===== config.mk =====
export PLATFORM = sky130hd
export DESIGN_NAME = power_stats_accumulator
export DESIGN_NICKNAME = d
export VERILOG_FILES = /design/src/hw/rtl/psa_pkg.sv /design/src/hw/rtl/psa_div.sv /design/src/hw/rtl/power_stats_accumulator.sv
export SDC_FILE = /design/constraint.sdc
export NUM_CORES = 2
export LEC_CHECK = 0
export ABC_AREA = 1
export BUFFER_PORTS_ARGS = -buffer_cell sky130_fd_sc_hd__buf_2
export CORE_MARGIN = 8
export CORE_UTILIZATION = 30
export DETAILED_ROUTE_END_ITERATION = 7
export PLACE_DENSITY = 0.47
export SYNTH_ARGS = -nofsm -noshare
export SYNTH_HDL_FRONTEND = slang
export SYNTH_HIERARCHICAL = 1
export SYNTH_SLANG_ARGS = --single-unit

===== constraint.sdc =====
create_clock -name aclk -period 16.98 [get_ports aclk]
set_input_delay 2.547 -clock aclk [delete_from_list [all_inputs] [get_ports aclk]]
set_output_delay 2.547 -clock aclk [all_outputs]
set_load 0.05 [all_outputs]

===== src/hw/rtl/psa_pkg.sv =====
// Shared types and constants of the power statistics accumulator.
package psa_pkg;

    // Field widths of the fixed-point formats
    localparam int RES_W        = 16;  // resistance, unsigned Q12.4
    localparam int VOLT_W       = 16;  // voltage, signed Q8.8
    localparam int AMP_W        = 28;  // current, signed Q12.16
    localparam int WATT_W       = 35;  // power, unsigned Q19.16
    localparam int PAIR_COUNT_W = 11;

    // Scaling of the derived quotients
    localparam int CUR_SHIFT = 12;                   // i = v * 4096 / r
    localparam int PWR_SHIFT = 4;                    // p = v * v * 16 / r
    localparam int SQ_W      = 2 * VOLT_W - 1;       // magnitude of v * v
    localparam int CUR_DVD_W = VOLT_W + CUR_SHIFT;   // current dividend
    localparam int PWR_DVD_W = SQ_W + PWR_SHIFT;     // power dividend

    // Saturated quotients for zero resistance
    localparam logic signed [AMP_W-1:0] AMP_POS_SAT = 28'sd134213632;
    localparam logic signed [AMP_W-1:0] AMP_NEG_SAT = 28'h8000000;
    localparam logic [WATT_W-1:0]       WATT_SAT    = 35'h400000000;

    typedef struct packed {
        logic [RES_W-1:0]         resistance;
        logic signed [VOLT_W-1:0] voltage;
        logic                     last_pair;
    } psa_in_t;

    typedef struct packed {
        logic signed [VOLT_W-1:0] min_voltage;
        logic signed [VOLT_W-1:0] max_voltage;
        logic signed [VOLT_W-1:0] mean_voltage;
        logic signed [AMP_W-1:0]  low_current;
        logic signed [AMP_W-1:0]  high_current;
        logic signed [AMP_W-1:0]  mean_current;
        logic [WATT_W-1:0]        low_power;
        logic [WATT_W-1:0]        high_power;
        logic [WATT_W-1:0]        mean_power;
        logic [PAIR_COUNT_W-1:0]  pair_count;
        logic                     zero_resistance_seen;
    } psa_out_t;

endpackage


===== src/hw/rtl/psa_div.sv =====
// Shared radix-2 restoring divider, one quotient bit per cycle.
module psa_div #(
    parameter int DVD_W  = 46,
    parameter int DVS_W  = 16,
    parameter int STEP_W = 6
) (
    input  logic              aclk,
    input  logic              aresetn,
    input  logic              start,
    input  logic [DVD_W-1:0]  dividend,   // left-aligned: steps bits at the top
    input  logic [DVS_W-1:0]  divisor,
    input  logic [STEP_W-1:0] steps,
    output logic              done,
    output logic [DVD_W-1:0]  quotient    // quotient in the low steps bits
);

    logic [DVS_W-1:0]  rem_reg, rem_next;
    logic [DVD_W-1:0]  q_reg, q_next;
    logic [DVS_W-1:0]  dvs_reg, dvs_next;
    logic [STEP_W-1:0] cnt_reg, cnt_next;
    logic              done_reg, done_next;
    logic [DVS_W:0]    trial;
    logic [DVS_W:0]    diff;
    logic              fits;

    // Shift in one dividend bit and try the subtraction
    assign trial = {rem_reg, q_reg[DVD_W-1]};
    assign diff  = trial - {1'b0, dvs_reg};
    assign fits  = !diff[DVS_W];

    always_comb begin
        rem_next  = rem_reg;
        q_next    = q_reg;
        dvs_next  = dvs_reg;
        cnt_next  = cnt_reg;
        done_next = 1'b0;
        if (start) begin
            rem_next = '0;
            q_next   = dividend;
            dvs_next = divisor;
            cnt_next = steps;
        end else if (cnt_reg != '0) begin
            rem_next  = fits ? diff[DVS_W-1:0] : trial[DVS_W-1:0];
            q_next    = {q_reg[DVD_W-2:0], fits};
            cnt_next  = cnt_reg - 1'b1;
            done_next = (cnt_reg == STEP_W'(1));
        end
    end

    always_ff @(posedge aclk) begin
        rem_reg <= rem_next;
        q_reg   <= q_next;
        dvs_reg <= dvs_next;
        if (!aresetn) begin
            cnt_reg  <= '0;
            done_reg <= 1'b0;
        end else begin
            cnt_reg  <= cnt_next;
            done_reg <= done_next;
        end
    end

    assign done     = done_reg;
    assign quotient = q_reg;

endmodule


===== src/hw/rtl/power_stats_accumulator.sv =====
// Top level: running min, max and mean of voltage, current and power.
//
// Each accepted pair (resistance Q12.4, voltage Q8.8) yields current V/R in Q12.16 and
// power V*V/R in Q19.16, both from one shared bit-serial divider that yields one quotient
// bit per cycle. A pair with nonzero resistance passes the accept, a 28-step current
// division and a 35-step power division, each with its handoff, and the update; a pair
// with zero resistance saturates both quotients and goes from the accept to the update.
// The pair marked last adds three mean divisions of 35 + clog2(MAX_PAIRS+1) steps, each
// with its handoff, then loads the result into the output register once that is free.
// The input is not ready while a pair is being worked on; a finished result waits in
// the output register while the next pairs are taken. After MAX_PAIRS pairs the rest of
// a run is ignored except for its last mark. pair_count is the count taken to 11 bits.
module power_stats_accumulator #(
    parameter int MAX_PAIRS = 1024
) (
    input  logic              aclk,
    input  logic              aresetn,
    input  logic              s_valid,
    output logic              s_ready,
    input  psa_pkg::psa_in_t  s_data,
    output logic              m_valid,
    input  logic              m_ready,
    output psa_pkg::psa_out_t m_data
);

    import psa_pkg::*;

    localparam int CNT_W  = $clog2(MAX_PAIRS + 1);
    localparam int VSUM_W = VOLT_W + CNT_W;
    localparam int ASUM_W = AMP_W + CNT_W;
    localparam int WSUM_W = WATT_W + CNT_W;
    localparam int DVD_W  = WSUM_W;
    localparam int DVS_W  = (RES_W > CNT_W) ? RES_W : CNT_W;
    localparam int STEP_W = $clog2(DVD_W + 1);

    // Sequencer codes
    localparam logic [3:0] ST_IDLE    = 4'd0;
    localparam logic [3:0] ST_CUR_GO  = 4'd1;
    localparam logic [3:0] ST_CUR_RUN = 4'd2;
    localparam logic [3:0] ST_PWR_GO  = 4'd3;
    localparam logic [3:0] ST_PWR_RUN = 4'd4;
    localparam logic [3:0] ST_UPDATE  = 4'd5;
    localparam logic [3:0] ST_MV_GO   = 4'd6;
    localparam logic [3:0] ST_MV_RUN  = 4'd7;
    localparam logic [3:0] ST_MA_GO   = 4'd8;
    localparam logic [3:0] ST_MA_RUN  = 4'd9;
    localparam logic [3:0] ST_MP_GO   = 4'd10;
    localparam logic [3:0] ST_MP_RUN  = 4'd11;
    localparam logic [3:0] ST_EMIT    = 4'd12;

    logic [3:0] state_reg, state_next;

    // Current pair
    logic [RES_W-1:0]         r_reg, r_next;
    logic signed [VOLT_W-1:0] v_reg, v_next;
    logic                     last_reg, last_next;
    logic [SQ_W-1:0]          sq_reg, sq_next;
    logic signed [AMP_W-1:0]  cur_reg, cur_next;
    logic [WATT_W-1:0]        pwr_reg, pwr_next;

    // Run statistics
    logic signed [VOLT_W-1:0] vmin_reg, vmin_next, vmax_reg, vmax_next;
    logic signed [AMP_W-1:0]  amin_reg, amin_next, amax_reg, amax_next;
    logic [WATT_W-1:0]        wmin_reg, wmin_next, wmax_reg, wmax_next;
    logic signed [VSUM_W-1:0] vsum_reg, vsum_next;
    logic signed [ASUM_W-1:0] asum_reg, asum_next;
    logic [WSUM_W-1:0]        wsum_reg, wsum_next;
    logic [CNT_W-1:0]         cnt_reg, cnt_next;
    logic                     open_reg, open_next;
    logic                     zflag_reg, zflag_next;

    // Means
    logic signed [VOLT_W-1:0] vmean_reg, vmean_next;
    logic signed [AMP_W-1:0]  amean_reg, amean_next;
    logic [WATT_W-1:0]        wmean_reg, wmean_next;

    // Output register
    psa_out_t out_reg, out_next;
    logic     mvalid_reg, mvalid_next;

    // Divider hookup
    logic              div_start;
    logic [DVD_W-1:0]  div_dvd;
    logic [DVS_W-1:0]  div_dvs;
    logic [STEP_W-1:0] div_steps;
    logic              div_done;
    logic [DVD_W-1:0]  div_q;

    logic signed [2*VOLT_W-1:0] sq_full;
    logic [VOLT_W-1:0]          vmag;
    logic [VSUM_W-1:0]          vsum_mag;
    logic [ASUM_W-1:0]          asum_mag;
    logic                       counting;
    logic                       s_fire;

    assign s_ready  = (state_reg == ST_IDLE);
    assign s_fire   = s_valid && s_ready;
    assign counting = (cnt_reg < CNT_W'(MAX_PAIRS));
    assign sq_full  = s_data.voltage * s_data.voltage;
    assign vmag     = v_reg[VOLT_W-1] ? VOLT_W'(-v_reg) : VOLT_W'(v_reg);
    assign vsum_mag = vsum_reg[VSUM_W-1] ? VSUM_W'(-vsum_reg) : VSUM_W'(vsum_reg);
    assign asum_mag = asum_reg[ASUM_W-1] ? ASUM_W'(-asum_reg) : ASUM_W'(asum_reg);

    // Feed the divider by sequencer step
    always_comb begin
        div_start = 1'b0;
        div_dvd   = '0;
        div_dvs   = DVS_W'(cnt_reg);
        div_steps = STEP_W'(DVD_W);
        unique case (state_reg)
            ST_CUR_GO: begin
                div_start = 1'b1;
                div_dvd   = DVD_W'({vmag, {CUR_SHIFT{1'b0}}}) << (DVD_W - CUR_DVD_W);
                div_dvs   = DVS_W'(r_reg);
                div_steps = STEP_W'(CUR_DVD_W);
            end
            ST_PWR_GO: begin
                div_start = 1'b1;
                div_dvd   = DVD_W'({sq_reg, {PWR_SHIFT{1'b0}}}) << (DVD_W - PWR_DVD_W);
                div_dvs   = DVS_W'(r_reg);
                div_steps = STEP_W'(PWR_DVD_W);
            end
            ST_MV_GO: begin
                div_start = 1'b1;
                div_dvd   = DVD_W'(vsum_mag);
            end
            ST_MA_GO: begin
                div_start = 1'b1;
                div_dvd   = DVD_W'(asum_mag);
            end
            ST_MP_GO: begin
                div_start = 1'b1;
                div_dvd   = DVD_W'(wsum_reg);
            end
            default: begin
                div_start = 1'b0;
            end
        endcase
    end

    psa_div #(
        .DVD_W  (DVD_W),
        .DVS_W  (DVS_W),
        .STEP_W (STEP_W)
    ) u_div (
        .aclk     (aclk),
        .aresetn  (aresetn),
        .start    (div_start),
        .dividend (div_dvd),
        .divisor  (div_dvs),
        .steps    (div_steps),
        .done     (div_done),
        .quotient (div_q)
    );

    // Sequence one transaction through the shared divider
    always_comb begin
        state_next  = state_reg;
        r_next      = r_reg;
        v_next      = v_reg;
        last_next   = last_reg;
        sq_next     = sq_reg;
        cur_next    = cur_reg;
        pwr_next    = pwr_reg;
        vmin_next   = vmin_reg;
        vmax_next   = vmax_reg;
        amin_next   = amin_reg;
        amax_next   = amax_reg;
        wmin_next   = wmin_reg;
        wmax_next   = wmax_reg;
        vsum_next   = vsum_reg;
        asum_next   = asum_reg;
        wsum_next   = wsum_reg;
        cnt_next    = cnt_reg;
        open_next   = open_reg;
        zflag_next  = zflag_reg;
        vmean_next  = vmean_reg;
        amean_next  = amean_reg;
        wmean_next  = wmean_reg;
        out_next    = out_reg;
        mvalid_next = mvalid_reg && !m_ready;

        unique case (state_reg)
            ST_IDLE: begin
                if (s_fire) begin
                    r_next    = s_data.resistance;
                    v_next    = s_data.voltage;
                    last_next = s_data.last_pair;
                    sq_next   = sq_full[SQ_W-1:0];
                    if (counting) begin
                        if (s_data.resistance == '0) begin
                            // Saturate both quotients on zero resistance
                            zflag_next = 1'b1;
                            if (s_data.voltage > 0) begin
                                cur_next = AMP_POS_SAT;
                            end else if (s_data.voltage < 0) begin
                                cur_next = AMP_NEG_SAT;
                            end else begin
                                cur_next = '0;
                            end
                            pwr_next   = (s_data.voltage != 0) ? WATT_SAT : '0;
                            state_next = ST_UPDATE;
                        end else begin
                            state_next = ST_CUR_GO;
                        end
                    end else if (s_data.last_pair) begin
                        state_next = ST_MV_GO;
                    end
                end
            end
            ST_CUR_GO: begin
                state_next = ST_CUR_RUN;
            end
            ST_CUR_RUN: begin
                if (div_done) begin
                    cur_next   = v_reg[VOLT_W-1] ? AMP_W'(-div_q[AMP_W-1:0])
                                                 : div_q[AMP_W-1:0];
                    state_next = ST_PWR_GO;
                end
            end
            ST_PWR_GO: begin
                state_next = ST_PWR_RUN;
            end
            ST_PWR_RUN: begin
                if (div_done) begin
                    pwr_next   = div_q[WATT_W-1:0];
                    state_next = ST_UPDATE;
                end
            end
            ST_UPDATE: begin
                // Seed or widen the extremes, then accumulate
                if (!open_reg) begin
                    vmin_next = v_reg;
                    vmax_next = v_reg;
                    amin_next = cur_reg;
                    amax_next = cur_reg;
                    wmin_next = pwr_reg;
                    wmax_next = pwr_reg;
                    open_next = 1'b1;
                end else begin
                    if (v_reg < vmin_reg)     vmin_next = v_reg;
                    if (v_reg > vmax_reg)     vmax_next = v_reg;
                    if (cur_reg < amin_reg)   amin_next = cur_reg;
                    if (cur_reg > amax_reg)   amax_next = cur_reg;
                    if (pwr_reg < wmin_reg)   wmin_next = pwr_reg;
                    if (pwr_reg > wmax_reg)   wmax_next = pwr_reg;
                end
                vsum_next  = vsum_reg + VSUM_W'(v_reg);
                asum_next  = asum_reg + ASUM_W'(cur_reg);
                wsum_next  = wsum_reg + WSUM_W'(pwr_reg);
                cnt_next   = cnt_reg + 1'b1;
                state_next = last_reg ? ST_MV_GO : ST_IDLE;
            end
            ST_MV_GO: begin
                state_next = ST_MV_RUN;
            end
            ST_MV_RUN: begin
                if (div_done) begin
                    vmean_next = vsum_reg[VSUM_W-1] ? VOLT_W'(-div_q[VOLT_W-1:0])
                                                    : div_q[VOLT_W-1:0];
                    state_next = ST_MA_GO;
                end
            end
            ST_MA_GO: begin
                state_next = ST_MA_RUN;
            end
            ST_MA_RUN: begin
                if (div_done) begin
                    amean_next = asum_reg[ASUM_W-1] ? AMP_W'(-div_q[AMP_W-1:0])
                                                    : div_q[AMP_W-1:0];
                    state_next = ST_MP_GO;
                end
            end
            ST_MP_GO: begin
                state_next = ST_MP_RUN;
            end
            ST_MP_RUN: begin
                if (div_done) begin
                    wmean_next = div_q[WATT_W-1:0];
                    state_next = ST_EMIT;
                end
            end
            ST_EMIT: begin
                // Hold until the output register is free, then load and close the run
                if (!mvalid_reg || m_ready) begin
                    out_next.min_voltage          = vmin_reg;
                    out_next.max_voltage          = vmax_reg;
                    out_next.mean_voltage         = vmean_reg;
                    out_next.low_current          = amin_reg;
                    out_next.high_current         = amax_reg;
                    out_next.mean_current         = amean_reg;
                    out_next.low_power            = wmin_reg;
                    out_next.high_power           = wmax_reg;
                    out_next.mean_power           = wmean_reg;
                    out_next.pair_count           = PAIR_COUNT_W'(cnt_reg);
                    out_next.zero_resistance_seen = zflag_reg;
                    mvalid_next = 1'b1;
                    vmin_next   = '0;
                    vmax_next   = '0;
                    amin_next   = '0;
                    amax_next   = '0;
                    wmin_next   = '0;
                    wmax_next   = '0;
                    vsum_next   = '0;
                    asum_next   = '0;
                    wsum_next   = '0;
                    cnt_next    = '0;
                    open_next   = 1'b0;
                    zflag_next  = 1'b0;
                    state_next  = ST_IDLE;
                end
            end
            default: begin
                state_next = ST_IDLE;
            end
        endcase
    end

    // Payload registers
    always_ff @(posedge aclk) begin
        r_reg     <= r_next;
        v_reg     <= v_next;
        last_reg  <= last_next;
        sq_reg    <= sq_next;
        cur_reg   <= cur_next;
        pwr_reg   <= pwr_next;
        vmin_reg  <= vmin_next;
        vmax_reg  <= vmax_next;
        amin_reg  <= amin_next;
        amax_reg  <= amax_next;
        wmin_reg  <= wmin_next;
        wmax_reg  <= wmax_next;
        vmean_reg <= vmean_next;
        amean_reg <= amean_next;
        wmean_reg <= wmean_next;
        out_reg   <= out_next;
    end

    // Control and accumulator registers
    always_ff @(posedge aclk) begin
        if (!aresetn) begin
            state_reg  <= ST_IDLE;
            vsum_reg   <= '0;
            asum_reg   <= '0;
            wsum_reg   <= '0;
            cnt_reg    <= '0;
            open_reg   <= 1'b0;
            zflag_reg  <= 1'b0;
            mvalid_reg <= 1'b0;
        end else begin
            state_reg  <= state_next;
            vsum_reg   <= vsum_next;
            asum_reg   <= asum_next;
            wsum_reg   <= wsum_next;
            cnt_reg    <= cnt_next;
            open_reg   <= open_next;
            zflag_reg  <= zflag_next;
            mvalid_reg <= mvalid_next;
        end
    end

    assign m_valid = mvalid_reg;
    assign m_data  = out_reg;

endmodule


==> out/results.ini <==
[place]
hpwlAfterDp_um=145000
placed_cells=8994
portBuffers=287
gp_congestion=0.931

[sta]
worst_clock_skew_ns=0.0461
min_period_over_period_pct=47.0
max_clock_freq_mhz=125
timing.final.max_slew_violations=0
rsz_0062_raised_after_global_routing=no
fin_tns_setup_ns=0
headroom_to_the_max_slew_limit_pct=21.5
worst_pin_slew_ns=1.18
hold_violations=0
fin_worst_hold_slack_ns=0.414
finalCriticalPeriod_ns=7.97
report.final.setup_viol=0

[cells_and_area]
layout_filler_cell_count=19000
finish.cell_count_without_fillers=9171
final_nets=7354
syn2layout_area_growth_pct=13.5
share_of_final_layout_standard_cells_stronger_than_drive_strength_1_pct=7.84
final_core_util_pct=34.2
largest_register_ffs=249

[synthesis]
post_synth_xor_area_fraction_pct=1.50
post_synth_fa_ha_maj_area_fraction_pct=16.9
mappedNetlistArea_um2=54400
synth.largest_area_cell=sky130_fd_sc_hd__edfxtp_1
async_flop_share_pct=0
number_of_synthesized_register_bits=826
ys_dominant_reg_cell=sky130_fd_sc_hd__edfxtp_1
synth.cells.most_frequent=sky130_fd_sc_hd__nand2_1 (1672), sky130_fd_sc_hd__inv_1 (1198), sky130_fd_sc_hd__edfxtp_1 (673)
synthCells=6452
main_combinational_cell_family_by_area_after_synthesis=simple AND/OR/NAND/NOR gates
synth.top_cell.area_share_pct=37.2
mappedNetlistNets=7085
synth_enable_flop_cells=673
synth.top_cells.by_area=sky130_fd_sc_hd__edfxtp_1 (37%), sky130_fd_sc_hd__nand2_1 (12%), sky130_fd_sc_hd__fa_1 (8.6%)
synth-compound-area-share_pct=7.88
seq_area_frac_synth_pct=42.8
synth-simple-area-share_pct=21.3
postSynthAreaPerCell_um2=8.43
muxShareOfSynthArea_pct=0.0621
yosys.cell_count.top_type=sky130_fd_sc_hd__nand2_1
synthDistinctLibCells=56
ys.warnings.count=6

[power_and_ir_drop]
pwr-share-seq_pct=28.5
share_clk_of_total_power_pct=18.0
leakage_nw=28.4
comb_power_share_pct=53.5
internal_portion_of_total_power_mw=6.31
p_total_mw=11.9
vdd_drop_max_uv=198
power_switching_share_pct=46.8
pwr_density_cell_nw_per_um2=192
total_switching_power_mw=5.56

[floorplanning]
coreArea_um2=180000
fp.dieW_um=442
design.die.area_um2=195000
initial_core_util_pct=30.1
rows=156
die_height_um=442
ioPinCount=288

[setup_path]
critical_path.most_common_cell=sky130_fd_sc_hd__fa_1
crit_path_start_kind=input port
timing.critical_path.fanout_max=23
cp_delay_by_family_top=adder cells
path_cells=buf_2 > nand2_1 > inv_1 > fa_1 > inv_1 > fa_1 > inv_1 > fa_1 > fa_1 > inv_1 > fa_1 > fa_1 > inv_1 > ha_1 > nand2_1 > nor3_1 > nand2_1 > or2_2 > and2_1 > nand3_1 > nand2_1
setup.worst_path.class=in -> reg
worst-endpoint-arrival_ns=8.44
crit_path_top_delay_cell=sky130_fd_sc_hd__fa_1
cpPeakStageDelay_ns=0.55
endpoint_kind=register
critPathBufInv=6
required_ns=17.45

[global_route]
global_route_wire_length_before_repair_um=275000
maximum_number_of_pins_on_one_net_before_global_route_repair=137
track_usage_pct=18.3
global_route.overflow_total=0
grt_antenna_before_repair=10
first_global_vias=43100

[hold_path]
timing.hold.worst.class=reg -> reg

[cts]
clock_tree.root_cell=sky130_fd_sc_hd__clkbuf_16
clk_latency_ns=0.74
cts-resized-gates=0
clkSinkCount=826
postCtsSetupRepairBufs=0
path_clk_slew_ns=0.07
hold_buffers=0
cts_max_path_buffers=3
tritoncts.num_buffers=95
tritoncts_clock_tree=done
htree_levels=3

[routing]
via_to_cell_ratio=4.69
first_pass_detailed_route_iteration_total=5
via_count=43000
initial_detailed_routing_violation_count=3262
postRouteAntennaNets=0
postRouteWirelength_um=184000
drc=0
wire_per_inst_um=20.0

[run_status]
run_status=finished clean

[flow_run]
max_cap_viol_count=0

[cells in the final DEF (no fill, tap or decap), types with 21 or more instances in the layout]
cell	count
sky130_fd_sc_hd__nand2_1	1671
sky130_fd_sc_hd__nand3b_1	41
sky130_fd_sc_hd__a21oi_1	416
sky130_fd_sc_hd__buf_2	287
sky130_fd_sc_hd__xnor2_1	28
sky130_fd_sc_hd__clkbuf_16	98
sky130_fd_sc_hd__nand3_1	332
sky130_fd_sc_hd__dfxtp_1	151
sky130_fd_sc_hd__clkbuf_1	21
sky130_fd_sc_hd__ha_1	362
sky130_fd_sc_hd__nor4_1	21
sky130_fd_sc_hd__o21ai_0	231
sky130_fd_sc_hd__nor2_1	541
sky130_fd_sc_hd__o21bai_1	25
sky130_fd_sc_hd__xor2_1	65
sky130_fd_sc_hd__fa_1	234
sky130_fd_sc_hd__o211ai_1	24
sky130_fd_sc_hd__nand4_1	72
sky130_fd_sc_hd__inv_1	1194
sky130_fd_sc_hd__nor3_1	56
sky130_fd_sc_hd__edfxtp_1	673
sky130_fd_sc_hd__buf_4	29
[power groups by stage]
stage | sequential (mW) | clock [mW] | combinational [mW]
2_1_floorplan | 3.28 | 0 | 4.56
3_3_place_gp | 3.43 | 0 | 6.37
3_5_place_dp | 3.44 | 0 | 6.41
4_1_cts | 3.40 | 2.20 | 6.45
5_1_grt | 3.43 | 2.27 | 7.30
6_report | 3.39 | 2.14 | 6.35
[stage by stage]
| stage | setup WS, ns | area [um^2] |
|---|---|---|
| after floorplan | 8.68 | 54400 |
| after global placement | 8.27 | 58500 |
| after detailed placement | 8.23 | 58500 |
| after CTS | 9.01 | 61700 |
| after global routing | 8.58 | 61700 |
| final | 9.01 | 61700 |
[area by class of cell]
type                            instances  area (um^2)  share of cell area (%)
Inverter                             1208         4550                    7.37
Tap cell                             2370         2970                    4.81
Clock buffer                          124         2590                    4.20
Clock inverter                         51          621                    1.01
Timing Repair Buffer                  317         1670                    2.71
Multi-Input combinational cell       4273        26000                    42.2
Antenna cell                            2         5.00                 0.00811
Sequential cell                       826        23300                    37.7
[final timing paths]
check / from / endpoint / slack [ns] / cells past startpoint
max: s_data[16] / sq_reg[30]$_DFFE_PP_ / 9.01 / 21
min: wmean_reg[29]$_DFFE_PP_ / m_data[41]$_DFFE_PP_ / 0.41 / 0
max reg2reg: state_reg[0]$_SDFFE_PN0P_ / amin_reg[6]$_DFFE_PP_ / 12.09 / 8
min reg2reg: wmean_reg[29]$_DFFE_PP_ / m_data[41]$_DFFE_PP_ / 0.41 / 0
[kinds of logic (layout without fill, tap and decap cells)]
kind of cell / after synthesis / in the layout
AOI/OAI and AO/OA: 785 / 785
xor gates and xnor gates: 93 / 93
adders and majority gates: 596 / 596
buffers and inverters: 1353 / 1700
DFF: 826 / 826
muxes: 3 / 3
other: 0 / 2
and+or+nand+nor: 2796 / 2796
[routing by layer]
layer	vias to the layer above	routed length, um	GRT usage (%)	part of all wire (%)
met5	-	12	0	0.0065
met4	2	5730	5.76	3.1
met3	217	8150	2.46	4.4
met2	984	86100	30.9	47
met1	20500	83500	24.2	46
li1	21400	-	-	-
No activity file was read; power rests on OpenSTA's default activity.
